[config.mk]
export PLATFORM = sky130hd
export DESIGN_NAME = seven_segment_shift_out_driver_core
export DESIGN_NICKNAME = d
export VERILOG_FILES = /design/src/ssd_pkg.sv /design/src/ssd_front.sv /design/src/ssd_job_fifo.sv /design/src/ssd_back.sv /design/src/seven_segment_shift_out_driver_core.sv
export VERILOG_INCLUDE_DIRS = /design/src /design/src/src
export SDC_FILE = /design/constraint.sdc
export NUM_CORES = 1
export LEC_CHECK = 0
export ABC_AREA = 1
export BUFFER_PORTS_ARGS = -buffer_cell sky130_fd_sc_hd__clkbuf_2
export CAP_MARGIN = 15
export CORE_MARGIN = 3
export CORE_UTILIZATION = 65
export CTS_CLUSTER_SIZE = 24
export DETAILED_ROUTE_END_ITERATION = 7
export MAX_ROUTING_LAYER = met4
export PLACE_DENSITY = 0.89
export RECOVER_POWER = 25
export REMOVE_ABC_BUFFERS = 1
export SYNTH_ARGS = -nofsm -noshare
export SYNTH_HDL_FRONTEND = slang
export SYNTH_SLANG_ARGS = --single-unit
[constraint.sdc]
create_clock -name clk_i -period 7.4 [get_ports clk_i]
set_input_delay 1.11 -clock clk_i [delete_from_list [all_inputs] [get_ports clk_i]]
set_output_delay 1.11 -clock clk_i [all_outputs]
set_load 0.02 [all_outputs]
[src/assert_macros.svh]
// assertion macros for the rtl
`ifndef ASSERT_MACROS_SVH
`define ASSERT_MACROS_SVH

`ifndef NO_ASSERTIONS

// property that must hold at every clock edge out of reset
`define SSD_ASSERT(lbl, clk, rst_n, prop) \
  lbl: assert property (@(posedge clk) disable iff (!rst_n) (prop)) \
    else $error("assertion failed");

// consequent must hold in the cycle after the antecedent
`define SSD_ASSERT_NEXT(lbl, clk, rst_n, ante, cons) \
  lbl: assert property (@(posedge clk) disable iff (!rst_n) (ante) |=> (cons)) \
    else $error("assertion failed");

`else

`define SSD_ASSERT(lbl, clk, rst_n, prop)
`define SSD_ASSERT_NEXT(lbl, clk, rst_n, ante, cons)

`endif

`endif

[src/ssd_pkg.sv]
`default_nettype none

package ssd_pkg;

  // bits shifted per frame, word bits beyond the segment word go out as zero
  localparam int FRAME_BITS = 16;
  localparam int BIT_CW     = (FRAME_BITS > 1) ? $clog2(FRAME_BITS) : 1;

  localparam int WORD_W = 16;

  // depth of the job queue between front and back
  localparam int JOB_DEPTH = 2;
  localparam int JOB_PTR_W = (JOB_DEPTH > 1) ? $clog2(JOB_DEPTH) : 1;
  localparam int JOB_CNT_W = $clog2(JOB_DEPTH + 1);

  // reciprocal of ten, exact for 16-bit dividends after a shift by 19
  localparam logic [15:0] RECIP_TEN = 16'hCCCD;
  localparam int          RECIP_SH  = 19;

  localparam logic [WORD_W-1:0] HI_MASK = 16'hFF00;
  localparam logic [WORD_W-1:0] LO_MASK = 16'h00FF;

  typedef enum logic [2:0] {
    ACT_REFRESH = 3'd0,
    ACT_NUMBER  = 3'd1,
    ACT_DIGIT   = 3'd2,
    ACT_RAW     = 3'd3,
    ACT_MATRIX  = 3'd4
  } act_e;

  typedef struct packed {
    logic [2:0]        action;
    logic [WORD_W-1:0] value;
    logic              pos;
  } cmd_t;

  typedef struct packed {
    logic disp_reset_n;
    logic serial_data;
    logic serial_clock;
    logic disp_latch;
    logic matrix_col_clock;
    logic matrix_reset_n;
    logic matrix_latch;
    logic last;
  } pin_t;

  // one queued waveform: which display and the word to shift
  typedef struct packed {
    logic              is_matrix;
    logic [WORD_W-1:0] word;
  } job_t;

  function automatic logic [7:0] seg_code(input logic [3:0] digit);
    logic [7:0] code;
    case (digit)
      4'd0:    code = 8'h7E;
      4'd1:    code = 8'h50;
      4'd2:    code = 8'h6D;
      4'd3:    code = 8'h79;
      4'd4:    code = 8'h53;
      4'd5:    code = 8'h3B;
      4'd6:    code = 8'h3F;
      4'd7:    code = 8'h70;
      4'd8:    code = 8'h7F;
      4'd9:    code = 8'h7B;
      default: code = 8'h00;
    endcase
    return code;
  endfunction

endpackage

`default_nettype wire

[src/ssd_front.sv]
`default_nettype none

module ssd_front (
  input  wire logic         clk_i,
  input  wire logic         rst_ni,
  input  wire logic         push,
  output logic              full,
  input  wire ssd_pkg::cmd_t cmd_i,
  output logic              job_push_o,
  output ssd_pkg::job_t     job_o,
  input  wire logic         job_full_i
);

  typedef enum logic [1:0] {
    FE_IDLE,
    FE_DIV,
    FE_PUSH
  } fe_state_e;

  fe_state_e                     state_q;
  ssd_pkg::cmd_t                 cmd_q;
  logic [ssd_pkg::WORD_W-1:0]    seg_word_q, seg_word_d;
  logic [12:0]                   quot_q, quot_d;
  logic [3:0]                    ones_q, ones_d;

  logic [ssd_pkg::WORD_W-1:0]    dividend;
  logic [31:0]                   prod1;
  logic [15:0]                   rem1;
  logic [28:0]                   prod2;
  logic [9:0]                    quot2;
  logic [12:0]                   rem2;
  logic [3:0]                    tens;
  logic [7:0]                    byte_new;
  logic                          act_ok;

  // first divide by ten: ones digit and quotient
  always_comb begin
    if (cmd_q.action == ssd_pkg::ACT_DIGIT) begin
      dividend = {8'd0, cmd_q.value[7:0]};
    end else begin
      dividend = cmd_q.value;
    end
    prod1  = {16'd0, dividend} * {16'd0, ssd_pkg::RECIP_TEN};
    quot_d = prod1[ssd_pkg::RECIP_SH +: 13];
    rem1   = dividend - {quot_d, 3'd0} - {2'd0, quot_d, 1'd0};
    ones_d = rem1[3:0];
  end

  // second divide by ten on the registered quotient, then the word update
  always_comb begin
    prod2  = {16'd0, quot_q} * {13'd0, ssd_pkg::RECIP_TEN};
    quot2  = prod2[ssd_pkg::RECIP_SH +: 10];
    rem2   = quot_q - {quot2, 3'd0} - {2'd0, quot2, 1'd0};
    tens   = rem2[3:0];
    act_ok = cmd_q.action inside {ssd_pkg::ACT_REFRESH, ssd_pkg::ACT_NUMBER,
                                  ssd_pkg::ACT_DIGIT, ssd_pkg::ACT_RAW,
                                  ssd_pkg::ACT_MATRIX};

    if (cmd_q.action == ssd_pkg::ACT_DIGIT) begin
      byte_new = ssd_pkg::seg_code(ones_q);
    end else begin
      byte_new = cmd_q.value[7:0];
    end

    seg_word_d = seg_word_q;
    case (cmd_q.action)
      ssd_pkg::ACT_NUMBER: begin
        seg_word_d = {ssd_pkg::seg_code(tens), ssd_pkg::seg_code(ones_q)};
      end
      ssd_pkg::ACT_DIGIT, ssd_pkg::ACT_RAW: begin
        if (cmd_q.pos) begin
          seg_word_d = (seg_word_q & ssd_pkg::LO_MASK) | {byte_new, 8'd0};
        end else begin
          seg_word_d = (seg_word_q & ssd_pkg::HI_MASK) | {8'd0, byte_new};
        end
      end
      default: begin
        seg_word_d = seg_word_q;
      end
    endcase

    job_o.is_matrix = (cmd_q.action == ssd_pkg::ACT_MATRIX);
    job_o.word      = job_o.is_matrix ? cmd_q.value : seg_word_d;
    job_push_o      = (state_q == FE_PUSH) && act_ok && !job_full_i;
  end

  assign full = (state_q != FE_IDLE);

  always_ff @(posedge clk_i or negedge rst_ni) begin
    if (!rst_ni) begin
      state_q    <= FE_IDLE;
      seg_word_q <= '0;
      cmd_q      <= '0;
      quot_q     <= '0;
      ones_q     <= '0;
    end else begin
      case (state_q)
        FE_IDLE: begin
          if (push) begin
            cmd_q   <= cmd_i;
            state_q <= FE_DIV;
          end
        end
        FE_DIV: begin
          quot_q  <= quot_d;
          ones_q  <= ones_d;
          state_q <= FE_PUSH;
        end
        FE_PUSH: begin
          // unknown actions are dropped with no word
          if (!act_ok) begin
            state_q <= FE_IDLE;
          end else if (!job_full_i) begin
            seg_word_q <= seg_word_d;
            state_q    <= FE_IDLE;
          end
        end
        default: begin
          state_q <= FE_IDLE;
        end
      endcase
    end
  end

endmodule

`default_nettype wire

[src/ssd_job_fifo.sv]
`default_nettype none

module ssd_job_fifo (
  input  wire logic          clk_i,
  input  wire logic          rst_ni,
  input  wire logic          push_i,
  input  wire ssd_pkg::job_t  job_i,
  output logic               full_o,
  input  wire logic          pop_i,
  output ssd_pkg::job_t      job_o,
  output logic               empty_o
);

  ssd_pkg::job_t                   mem_q [ssd_pkg::JOB_DEPTH];
  logic [ssd_pkg::JOB_PTR_W-1:0]   wr_ptr_q, rd_ptr_q;
  logic [ssd_pkg::JOB_CNT_W-1:0]   count_q;
  logic                            do_push, do_pop;

  assign full_o  = (count_q == ssd_pkg::JOB_CNT_W'(ssd_pkg::JOB_DEPTH));
  assign empty_o = (count_q == '0);
  assign do_push = push_i && !full_o;
  assign do_pop  = pop_i && !empty_o;
  assign job_o   = mem_q[rd_ptr_q];

  function automatic logic [ssd_pkg::JOB_PTR_W-1:0] ptr_inc(
    input logic [ssd_pkg::JOB_PTR_W-1:0] ptr
  );
    logic [ssd_pkg::JOB_PTR_W-1:0] nxt;
    if (ptr == ssd_pkg::JOB_PTR_W'(ssd_pkg::JOB_DEPTH - 1)) begin
      nxt = '0;
    end else begin
      nxt = ptr + 1'b1;
    end
    return nxt;
  endfunction

  always_ff @(posedge clk_i) begin
    if (do_push) begin
      mem_q[wr_ptr_q] <= job_i;
    end
  end

  always_ff @(posedge clk_i or negedge rst_ni) begin
    if (!rst_ni) begin
      wr_ptr_q <= '0;
      rd_ptr_q <= '0;
      count_q  <= '0;
    end else begin
      if (do_push) begin
        wr_ptr_q <= ptr_inc(wr_ptr_q);
      end
      if (do_pop) begin
        rd_ptr_q <= ptr_inc(rd_ptr_q);
      end
      if (do_push && !do_pop) begin
        count_q <= count_q + 1'b1;
      end else if (do_pop && !do_push) begin
        count_q <= count_q - 1'b1;
      end
    end
  end

endmodule

`default_nettype wire

[src/ssd_back.sv]
`default_nettype none
`include "assert_macros.svh"

module ssd_back (
  input  wire logic          clk_i,
  input  wire logic          rst_ni,
  input  wire ssd_pkg::job_t  job_i,
  input  wire logic          job_empty_i,
  output logic               job_pop_o,
  output logic               empty,
  input  wire logic          pop,
  output ssd_pkg::pin_t      res_o
);

  typedef enum logic [3:0] {
    ST_IDLE,
    ST_COL_LO,
    ST_COL_HI,
    ST_RST_LO,
    ST_RST_HI,
    ST_BIT_DATA,
    ST_BIT_HI,
    ST_BIT_LO,
    ST_LAT_HI,
    ST_LAT_LO
  } seq_state_e;

  seq_state_e                   state_q, state_d, step;
  ssd_pkg::pin_t                pins_q, pins_d;
  logic                         out_valid_q;
  logic                         mode_q, mode;
  logic [ssd_pkg::WORD_W-1:0]   shift_q;
  logic [ssd_pkg::BIT_CW-1:0]   bit_cnt_q;
  logic                         adv, go, start, last_bit;

  assign adv       = !out_valid_q || pop;
  assign start     = (state_q == ST_IDLE) && !job_empty_i;
  assign go        = adv && ((state_q != ST_IDLE) || !job_empty_i);
  assign job_pop_o = adv && start;
  assign last_bit  = (bit_cnt_q == ssd_pkg::BIT_CW'(ssd_pkg::FRAME_BITS - 1));
  assign empty     = !out_valid_q;
  assign res_o     = pins_q;

  always_comb begin
    if (state_q == ST_IDLE) begin
      mode = job_i.is_matrix;
      step = job_i.is_matrix ? ST_COL_LO : ST_RST_LO;
    end else begin
      mode = mode_q;
      step = state_q;
    end

    pins_d      = pins_q;
    pins_d.last = 1'b0;
    state_d     = state_q;
    case (step)
      ST_COL_LO: begin
        pins_d.matrix_col_clock = 1'b0;
        state_d = ST_COL_HI;
      end
      ST_COL_HI: begin
        pins_d.matrix_col_clock = 1'b1;
        state_d = ST_RST_LO;
      end
      ST_RST_LO: begin
        if (mode) begin
          pins_d.matrix_reset_n = 1'b0;
        end else begin
          pins_d.disp_reset_n = 1'b0;
        end
        state_d = ST_RST_HI;
      end
      ST_RST_HI: begin
        if (mode) begin
          pins_d.matrix_reset_n = 1'b1;
        end else begin
          pins_d.disp_reset_n = 1'b1;
        end
        state_d = ST_BIT_DATA;
      end
      ST_BIT_DATA: begin
        pins_d.serial_data = mode ? shift_q[ssd_pkg::WORD_W-1] : shift_q[0];
        state_d = ST_BIT_HI;
      end
      ST_BIT_HI: begin
        pins_d.serial_clock = 1'b1;
        state_d = ST_BIT_LO;
      end
      ST_BIT_LO: begin
        pins_d.serial_clock = 1'b0;
        state_d = last_bit ? ST_LAT_HI : ST_BIT_DATA;
      end
      ST_LAT_HI: begin
        if (mode) begin
          pins_d.matrix_latch = 1'b1;
        end else begin
          pins_d.disp_latch = 1'b1;
        end
        state_d = ST_LAT_LO;
      end
      ST_LAT_LO: begin
        if (mode) begin
          pins_d.matrix_latch = 1'b0;
        end else begin
          pins_d.disp_latch = 1'b0;
        end
        pins_d.last = 1'b1;
        state_d = ST_IDLE;
      end
      default: begin
        state_d = ST_IDLE;
      end
    endcase
  end

  always_ff @(posedge clk_i or negedge rst_ni) begin
    if (!rst_ni) begin
      state_q     <= ST_IDLE;
      out_valid_q <= 1'b0;
      mode_q      <= 1'b0;
      shift_q     <= '0;
      bit_cnt_q   <= '0;
      pins_q      <= '{disp_reset_n: 1'b1, matrix_col_clock: 1'b1,
                       matrix_reset_n: 1'b1, default: 1'b0};
    end else begin
      if (go) begin
        pins_q      <= pins_d;
        state_q     <= state_d;
        out_valid_q <= 1'b1;
        if (start) begin
          mode_q    <= job_i.is_matrix;
          shift_q   <= job_i.word;
          bit_cnt_q <= '0;
        end
        if (step == ST_BIT_DATA) begin
          // zeros fill in behind the word for long frames
          if (mode) begin
            shift_q <= {shift_q[ssd_pkg::WORD_W-2:0], 1'b0};
          end else begin
            shift_q <= {1'b0, shift_q[ssd_pkg::WORD_W-1:1]};
          end
        end
        if ((step == ST_BIT_LO) && !last_bit) begin
          bit_cnt_q <= bit_cnt_q + 1'b1;
        end
      end else if (pop) begin
        out_valid_q <= 1'b0;
      end
    end
  end

  `SSD_ASSERT(a_idle_pins, clk_i, rst_ni, (state_q != ST_IDLE) ||
              (pins_q.disp_reset_n && pins_q.matrix_reset_n && pins_q.matrix_col_clock &&
               !pins_q.serial_clock && !pins_q.disp_latch && !pins_q.matrix_latch))
  `SSD_ASSERT(a_last_end, clk_i, rst_ni, !(out_valid_q && pins_q.last) || (state_q == ST_IDLE))
  `SSD_ASSERT_NEXT(a_stall, clk_i, rst_ni, out_valid_q && !pop,
                   out_valid_q && $stable(state_q) && $stable(pins_q))
  `SSD_ASSERT(a_pop_ok, clk_i, rst_ni, !job_pop_o || !job_empty_i)

endmodule

`default_nettype wire

[src/seven_segment_shift_out_driver_core.sv]
// Serial shift-out driver for a two-digit seven-segment display and a matrix
// row register sharing one data line and one clock line. Commands enter
// through a queue-style port (push/full) and each one yields a pin waveform,
// one word per pin write, read out through a queue-style port (empty/pop);
// the final word of a command has last set. A display command gives
// 3*FRAME_BITS+4 words (52 at the default frame of 16 bits) and a matrix
// command 3*FRAME_BITS+6 (54), and the waveform sequencer issues one word per
// clock when the output is being drained, so the sequencer sets the sustained
// rate. The front end takes a command, does the first divide by ten in its
// divide state and the second with the digit update in its push state, and
// a two-entry job queue lets it run ahead of the sequencer. Actions 5 to 7
// are dropped without any word.
`default_nettype none

module seven_segment_shift_out_driver_core (
  input  wire logic          clk_i,
  input  wire logic          rst_ni,
  input  wire logic          push,
  output logic               full,
  input  wire ssd_pkg::cmd_t  cmd_i,
  output logic               empty,
  input  wire logic          pop,
  output ssd_pkg::pin_t      res_o
);

  // front end to job queue
  logic          job_push;
  ssd_pkg::job_t job_in;
  logic          job_full;

  // job queue to sequencer
  logic          job_pop;
  ssd_pkg::job_t job_out;
  logic          job_empty;

  // decodes commands, keeps the segment word and hands out jobs
  ssd_front u_front (
    .clk_i      (clk_i),
    .rst_ni     (rst_ni),
    .push       (push),
    .full       (full),
    .cmd_i      (cmd_i),
    .job_push_o (job_push),
    .job_o      (job_in),
    .job_full_i (job_full)
  );

  // short queue so the front and the sequencer stall independently
  ssd_job_fifo u_fifo (
    .clk_i   (clk_i),
    .rst_ni  (rst_ni),
    .push_i  (job_push),
    .job_i   (job_in),
    .full_o  (job_full),
    .pop_i   (job_pop),
    .job_o   (job_out),
    .empty_o (job_empty)
  );

  // pin waveform sequencer, holds the pin levels between commands
  ssd_back u_back (
    .clk_i       (clk_i),
    .rst_ni      (rst_ni),
    .job_i       (job_out),
    .job_empty_i (job_empty),
    .job_pop_o   (job_pop),
    .empty       (empty),
    .pop         (pop),
    .res_o       (res_o)
  );

endmodule

`default_nettype wire

Word-level counts from Yosys, hierarchy flattened
Memories as Yosys holds them, arrays and structs flattened.
Cells that the tools add are included.
{"block": "totals", "reg_bits": 93, "mem_bits_rw": 34, "rom_bits": 336, "input_bits": 24, "out_inout_bits": 10, "word_cells": 154, "n_memories": 4}
{"name": "(no name shown)", "depth": 16, "word_bits": 7, "read_ports": 1, "rd_ports_with_merged_regs": 0, "write_ports": 0, "line": "ssd_pkg.sv:56", "rtl": "case (digit)"}
{"name": "(no name shown)", "depth": 16, "word_bits": 7, "read_ports": 1, "rd_ports_with_merged_regs": 0, "write_ports": 0, "line": "ssd_pkg.sv:56"}
{"name": "(no name shown)", "depth": 16, "word_bits": 7, "read_ports": 1, "rd_ports_with_merged_regs": 0, "write_ports": 0, "line": "ssd_pkg.sv:56"}
{"name": "u_fifo.mem_q", "depth": 2, "word_bits": 17, "read_ports": 1, "rd_ports_with_merged_regs": 0, "write_ports": 1, "line": "ssd_job_fifo.sv:14", "rtl": "ssd_pkg::job_t mem_q [ssd_pkg::JOB_DEPTH];"}
{"block": "classes", "add_sub_neg": 9, "multipliers": 2, "n_eq_ne": 27, "muxes": 39, "n_bitwise": 3, "n_reduce_logical": 47}
{"cell": "16-bit two-way mux", "n": 6}
{"cell": "16-bit by 16-bit multiplier with 32-bit output, second input constant", "n": 1}
{"cell": "16-bit one-hot mux with 2 select lines", "n": 1}
{"cell": "4-bit one-hot mux with 8 select lines", "n": 1}
{"cell": "13-bit by 16-bit multiplier with 22-bit output, second input constant", "n": 1}
{"cell": "2-bit nonzero test", "n": 9}
{"cell": "4-bit by 3-bit equality test with 1-bit output, second input constant", "n": 4}
{"cell": "4-bit two-way mux", "n": 4}
{"cell": "16-bit by 8-bit OR with 16-bit output", "n": 1}
{"cell": "8-bit by 16-bit OR with 16-bit output", "n": 1}
{"cell": "2-bit AND reduction", "n": 8}
{"cell": "4-bit AND reduction", "n": 4}
{"cell": "4-bit subtractor", "n": 4}
{"cell": "1-bit two-way mux", "n": 13}
{"cell": "4-bit equality test, second input constant", "n": 3}
{"cell": "2-bit two-way mux", "n": 6}
{"cell": "1-bit one-hot mux with 2 select lines", "n": 6}
{"cell": "1-bit logical AND", "n": 10}
{"cell": "2-bit inequality test, second input constant", "n": 5}
{"cell": "4-bit by 2-bit equality test with 1-bit output, second input constant", "n": 2}
{"cell": "8-bit two-way mux", "n": 1}
{"cell": "2-bit by 1-bit inequality test with 1-bit output, second input constant", "n": 4}
{"cell": "3-bit by 2-bit equality test with 1-bit output, second input constant", "n": 2}
{"cell": "1-bit zero test", "n": 6}
{"cell": "20 further kinds", "n": 24}

Depth between registers and ports, before layout
{"block": "depth", "ltp_word": 9, "mapped_depth": 35, "ltp_nobuf": 34}

Hierarchy
Synthesis repeated with hierarchy kept, for this count alone.
{"block": "unflattened", "hier_cells": 1746, "hier_area_um2": 14126.0}
{"module": "ssd_front", "instances": 1, "cells_each": 1327, "area_per_inst_um2": 10575.1}
{"module": "ssd_back", "instances": 1, "cells_each": 299, "area_per_inst_um2": 2070.7}
{"module": "ssd_job_fifo", "instances": 1, "cells_each": 120, "area_per_inst_um2": 1480.2}

Worst setup path after synthesis
No wires, ideal clock.
{"block": "synth_timing", "path_kind": "register -> register", "from": "reg u_front.cmd_q[18] in the netlist's numbering", "to": "reg u_front.ones_q[3]", "setup_ns": 0.118, "arrival_time_ns": 6.016, "slack_ns": 1.266, "path_stages_with_launch": 34, "path_buffers": 1, "cell_sequence": "dfrtp_1 -> inv_1 -> nor2_2 -> inv_1 -> nor2_1 -> inv_1 -> clkbuf_1 -> nand2_1 -> inv_1 -> ha_1 -> inv_1 -> ha_1 -> fa_1 -> inv_1 -> fa_1 -> inv_1 -> fa_1 -> inv_1 -> fa_1 -> inv_1 -> ha_1 -> a21o_1 -> nand3_1 -> nand2_1 -> a21oi_1 -> nand2_1 -> xor2_1 -> ha_1 -> xor2_1 -> o21bai_1 -> nand2_1 -> nand2_1 -> nand3_1 -> nand2_1"}
{"element": "start: declaration", "line": "ssd_front.sv:21", "rtl": "ssd_pkg::cmd_t cmd_q;"}
{"element": "start signal: assignment", "line": "ssd_front.sv:100", "rtl": "cmd_q <= cmd_i;"}
{"element": "3-bit by 2-bit equality test with 1-bit output", "line": "ssd_front.sv:38", "rtl": "if (cmd_q.action == ssd_pkg::ACT_DIGIT) begin"}
{"element": "16-bit two-way mux", "line": "ssd_front.sv:38"}
{"element": "16-bit by 16-bit multiplier with 32-bit output", "line": "ssd_front.sv:43", "rtl": "prod1 = {16'd0, dividend} * {16'd0, ssd_pkg::RECIP_TEN};"}
{"element": "via u_front.prod1[20]", "line": "ssd_front.sv:27", "rtl": "logic [31:0] prod1;"}
{"element": "4-bit subtractor", "line": "ssd_front.sv:45", "rtl": "rem1 = dividend - {quot_d, 3'd0} - {2'd0, quot_d, 1'd0};"}
{"element": "end signal: assignment", "line": "ssd_front.sv:106", "rtl": "ones_q <= ones_d;"}
{"element": "end: declaration", "line": "ssd_front.sv:24", "rtl": "logic [3:0] ones_q, ones_d;"}
The timed path passes the listed nets, and every way through them passes these cells.
A chain may end at the register's enable or synchronous reset.

Final worst setup path
Ends and elaborated chain as after synthesis.

==> impl_metrics.env <==
export IMPL_status="finished, violations left"
export IMPL_violations="capacitance limit, slew limit"
export IMPL_die_area_um2=23100
export IMPL_ant_nets=0
export IMPL_tns_ns=0
export IMPL_layout_nets=2064
export IMPL_yosysTopAreaCellShare_pct=19.1
export IMPL_grt_pass1_wl_um=59500
export IMPL_synth_edff_count=34
export IMPL_wl_per_cell_um=18.5
export IMPL_cpMostUsedCell="inv_1"
export IMPL_yosysSeqAreaShare_pct=24.2
export IMPL_synthArstFlopShare_pct=73.2
export IMPL_clockRootBuffer="clkbuf_16"
export IMPL_synth_area_leaders="ha_1, fa_1, dfrtp_1, nand2_1, inv_1"
export IMPL_gp_congestion=1.02
export IMPL_syn_cell_area_um2=13900
export IMPL_vias_per_cell=5.80
export IMPL_worstPathRequired_ns=7.70
export IMPL_synth_cells=1673
export IMPL_yosysMostFrequentCell="nand2_1"
export IMPL_final_max_slew_viol_count=113
export IMPL_arrival_ns=7.13
export IMPL_final_util_pct=72.5
export IMPL_drive_above_1_share_pct=6.06
export IMPL_first_global_vias=11742
export IMPL_setup_violations=0
export IMPL_crit_type="reg -> reg"
export IMPL_synth_seq_cells=127
export IMPL_max_slew_margin_pct=-108
export IMPL_cts_tree="yes"
export IMPL_cts_resized=0
export IMPL_grt_max_degree=59
export IMPL_antenna_found_initial=1
export IMPL_tightest_slew_ns=3.12
export IMPL_hpwl_um=29700
export IMPL_dr_pass1_iters=7
export IMPL_rsz0062_at_grt="false"
export IMPL_post_cts_buffers=0
export IMPL_htreeDepth=4
export IMPL_worstSkewPairLatency_ns=0.42
export IMPL_critPathSlowestCell="fa_1"
export IMPL_path_clk_slew_ns=0.07
export IMPL_cp_start_kind="flop"
export IMPL_holdBufCountCts=0
export IMPL_maxCapViolations=3
export IMPL_synthTopCellsByCount="nand2_1, inv_1, ha_1"
export IMPL_finalCritPeriodShare_pct=92.3
export IMPL_first_iter_violations=1014
export IMPL_drc_errors=0
export IMPL_die_width_um=152
export IMPL_yosys_warnings=0
export IMPL_clk_path_buf_depth=2
export IMPL_finalHoldViolCount=0
export IMPL_max_stage_delay_ns=0.54
export IMPL_vias=11533
export IMPL_end_kind="flop"
export IMPL_grt_use_total_pct=33.1
export IMPL_die_h_um=152
export IMPL_synth_distinct_cells=53
export IMPL_synthFlopType="dfrtp_1"
export IMPL_routed_wl_um=36800
export IMPL_clock_skew_ns=0.0113
export IMPL_rows=52
export IMPL_start_util_pct=67.4
export IMPL_rrSetupSlack_ns=0.57
export IMPL_area_growth_pct=7.61
export IMPL_grt_overflow=0
export IMPL_hold_path_class="reg -> reg"
export IMPL_cp_max_fo=11
export IMPL_core_area_um2=20600
export IMPL_period_minus_slack_ns=6.83
export IMPL_io_buffers=33
export IMPL_max_clock_freq_mhz=146
export IMPL_avgSynthCellArea_um2=8.28
export IMPL_num_io_pins=34
export IMPL_synth_area_leader_cell="ha_1"
export IMPL_clkSinkCount=127
export IMPL_numCtsBuffers=17
## kinds of logic (layout without fill, tap and decap cells)
group / after synthesis / in the layout / synth area share, %
AND/OR/NAND/NOR: 599 / 599 / 17.9
buffers and inverters: 386 / 430 / 10.6
adder cells (fa/ha/maj): 336 / 336 / 37.1
AO/OA/AOI/OAI: 200 / 200 / 8.54
flip-flops: 127 / 127 / 24.2
XOR/XNOR: 21 / 21 / 1.33
multiplexers: 4 / 4 / 0.298
other: 0 / 1 / 0
## through the flow
step                instance area [um^2]  worst slack (ns)  std cells  hold slack, ns
global placement                   14300             0.843       1952           0.469
floorplan                          13700              1.26       1643           0.447
CTS                                14900             0.535       1984           0.485
detailed placement                 14300             0.612       1952           0.468
finish                             14900             0.567       1988           0.483
global route                       14900            0.0899       1988           0.522
## path summary, 6_finish.rpt
path | startpoint | endpoint | depth (start not counted)
max | u_front.cmd_q[18]$_DFFE_PN0P_ | u_front.ones_q[3]$_DFFE_PN0N_ | 31
min | u_back.res_o[0]$_DFFE_PN0P_ | u_back.res_o[0]$_DFFE_PN0P_ | 2
max reg2reg | u_front.cmd_q[18]$_DFFE_PN0P_ | u_front.ones_q[3]$_DFFE_PN0N_ | 31
min reg2reg | u_back.res_o[0]$_DFFE_PN0P_ | u_back.res_o[0]$_DFFE_PN0P_ | 2
max in group asynchronous | rst_ni | u_front.cmd_q[11]$_DFFE_PN0P_ | 2
min in group asynchronous | rst_ni | u_back.bit_cnt_q[3]$_DFFE_PN0P_ | 1
## worst max-delay path, delay by kind of cell (launching register included)
family / cells / cell delay [ns]
flip-flops: 1 / 0.35
XOR/XNOR: 2 / 0.42
adder cells (fa/ha/maj): 8 / 3.27
AO/OA/AOI/OAI: 3 / 0.56
buffers and inverters: 9 / 0.95
AND/OR/NAND/NOR: 9 / 1.17
## flip-flops by register name (all words and copies together) (netlist names), 8 cells and up
register,cells
u_fifo.mem_q,34
u_front.cmd_q,20
u_back.shift_q,16
u_front.seg_word_q,16
u_front.quot_q,13
u_back.res_o,8
## routing by layer
layer / vias up / GRT usage (%) / part of all wire (%) / routed length (um)
met2: 540 / 56.4 / 49 / 18200
met4: 0 / 16.3 / 6.0 / 2200
met5: - / - / 0 / 0
met1: 5455 / 38.7 / 38 / 14100
li1: 5348 / - / - / -
met3: 190 / 4.49 / 6.4 / 2370
## layout by cell type, fill, tap and decap left out, types with 6 or more instances in the layout
cell,count
xor2_1,14
nor2_1,76
edfxtp_1,34
o211ai_1,8
or2_2,8
nand3_1,84
a31oi_1,7
xnor2_1,7
a21o_1,9
nand2_1,395
nor3_1,9
clkbuf_2,32
nand4_1,7
o21ai_0,86
ha_1,211
fa_1,125
buf_4,6
inv_1,349
o21ai_1,11
a21oi_1,39
o21bai_1,11
dfrtp_1,90
clkbuf_16,18
## cell type report
type / count / area (um^2)
Sequential cell: 127 / 3350
Antenna cell: 1 / 2.50
Timing Repair inverter: 1 / 5.00
Multi-Input combinational cell: 1160 / 9030
Timing Repair Buffer: 41 / 240
Clock inverter: 12 / 124
Inverter: 356 / 1340
Clock buffer: 20 / 468
Fill cell: 1516 / 5660
Tap cell: 270 / 338
Power is not shown: default switching activity piles up to over one toggle a cycle in this logic, so the estimate is an artifact.
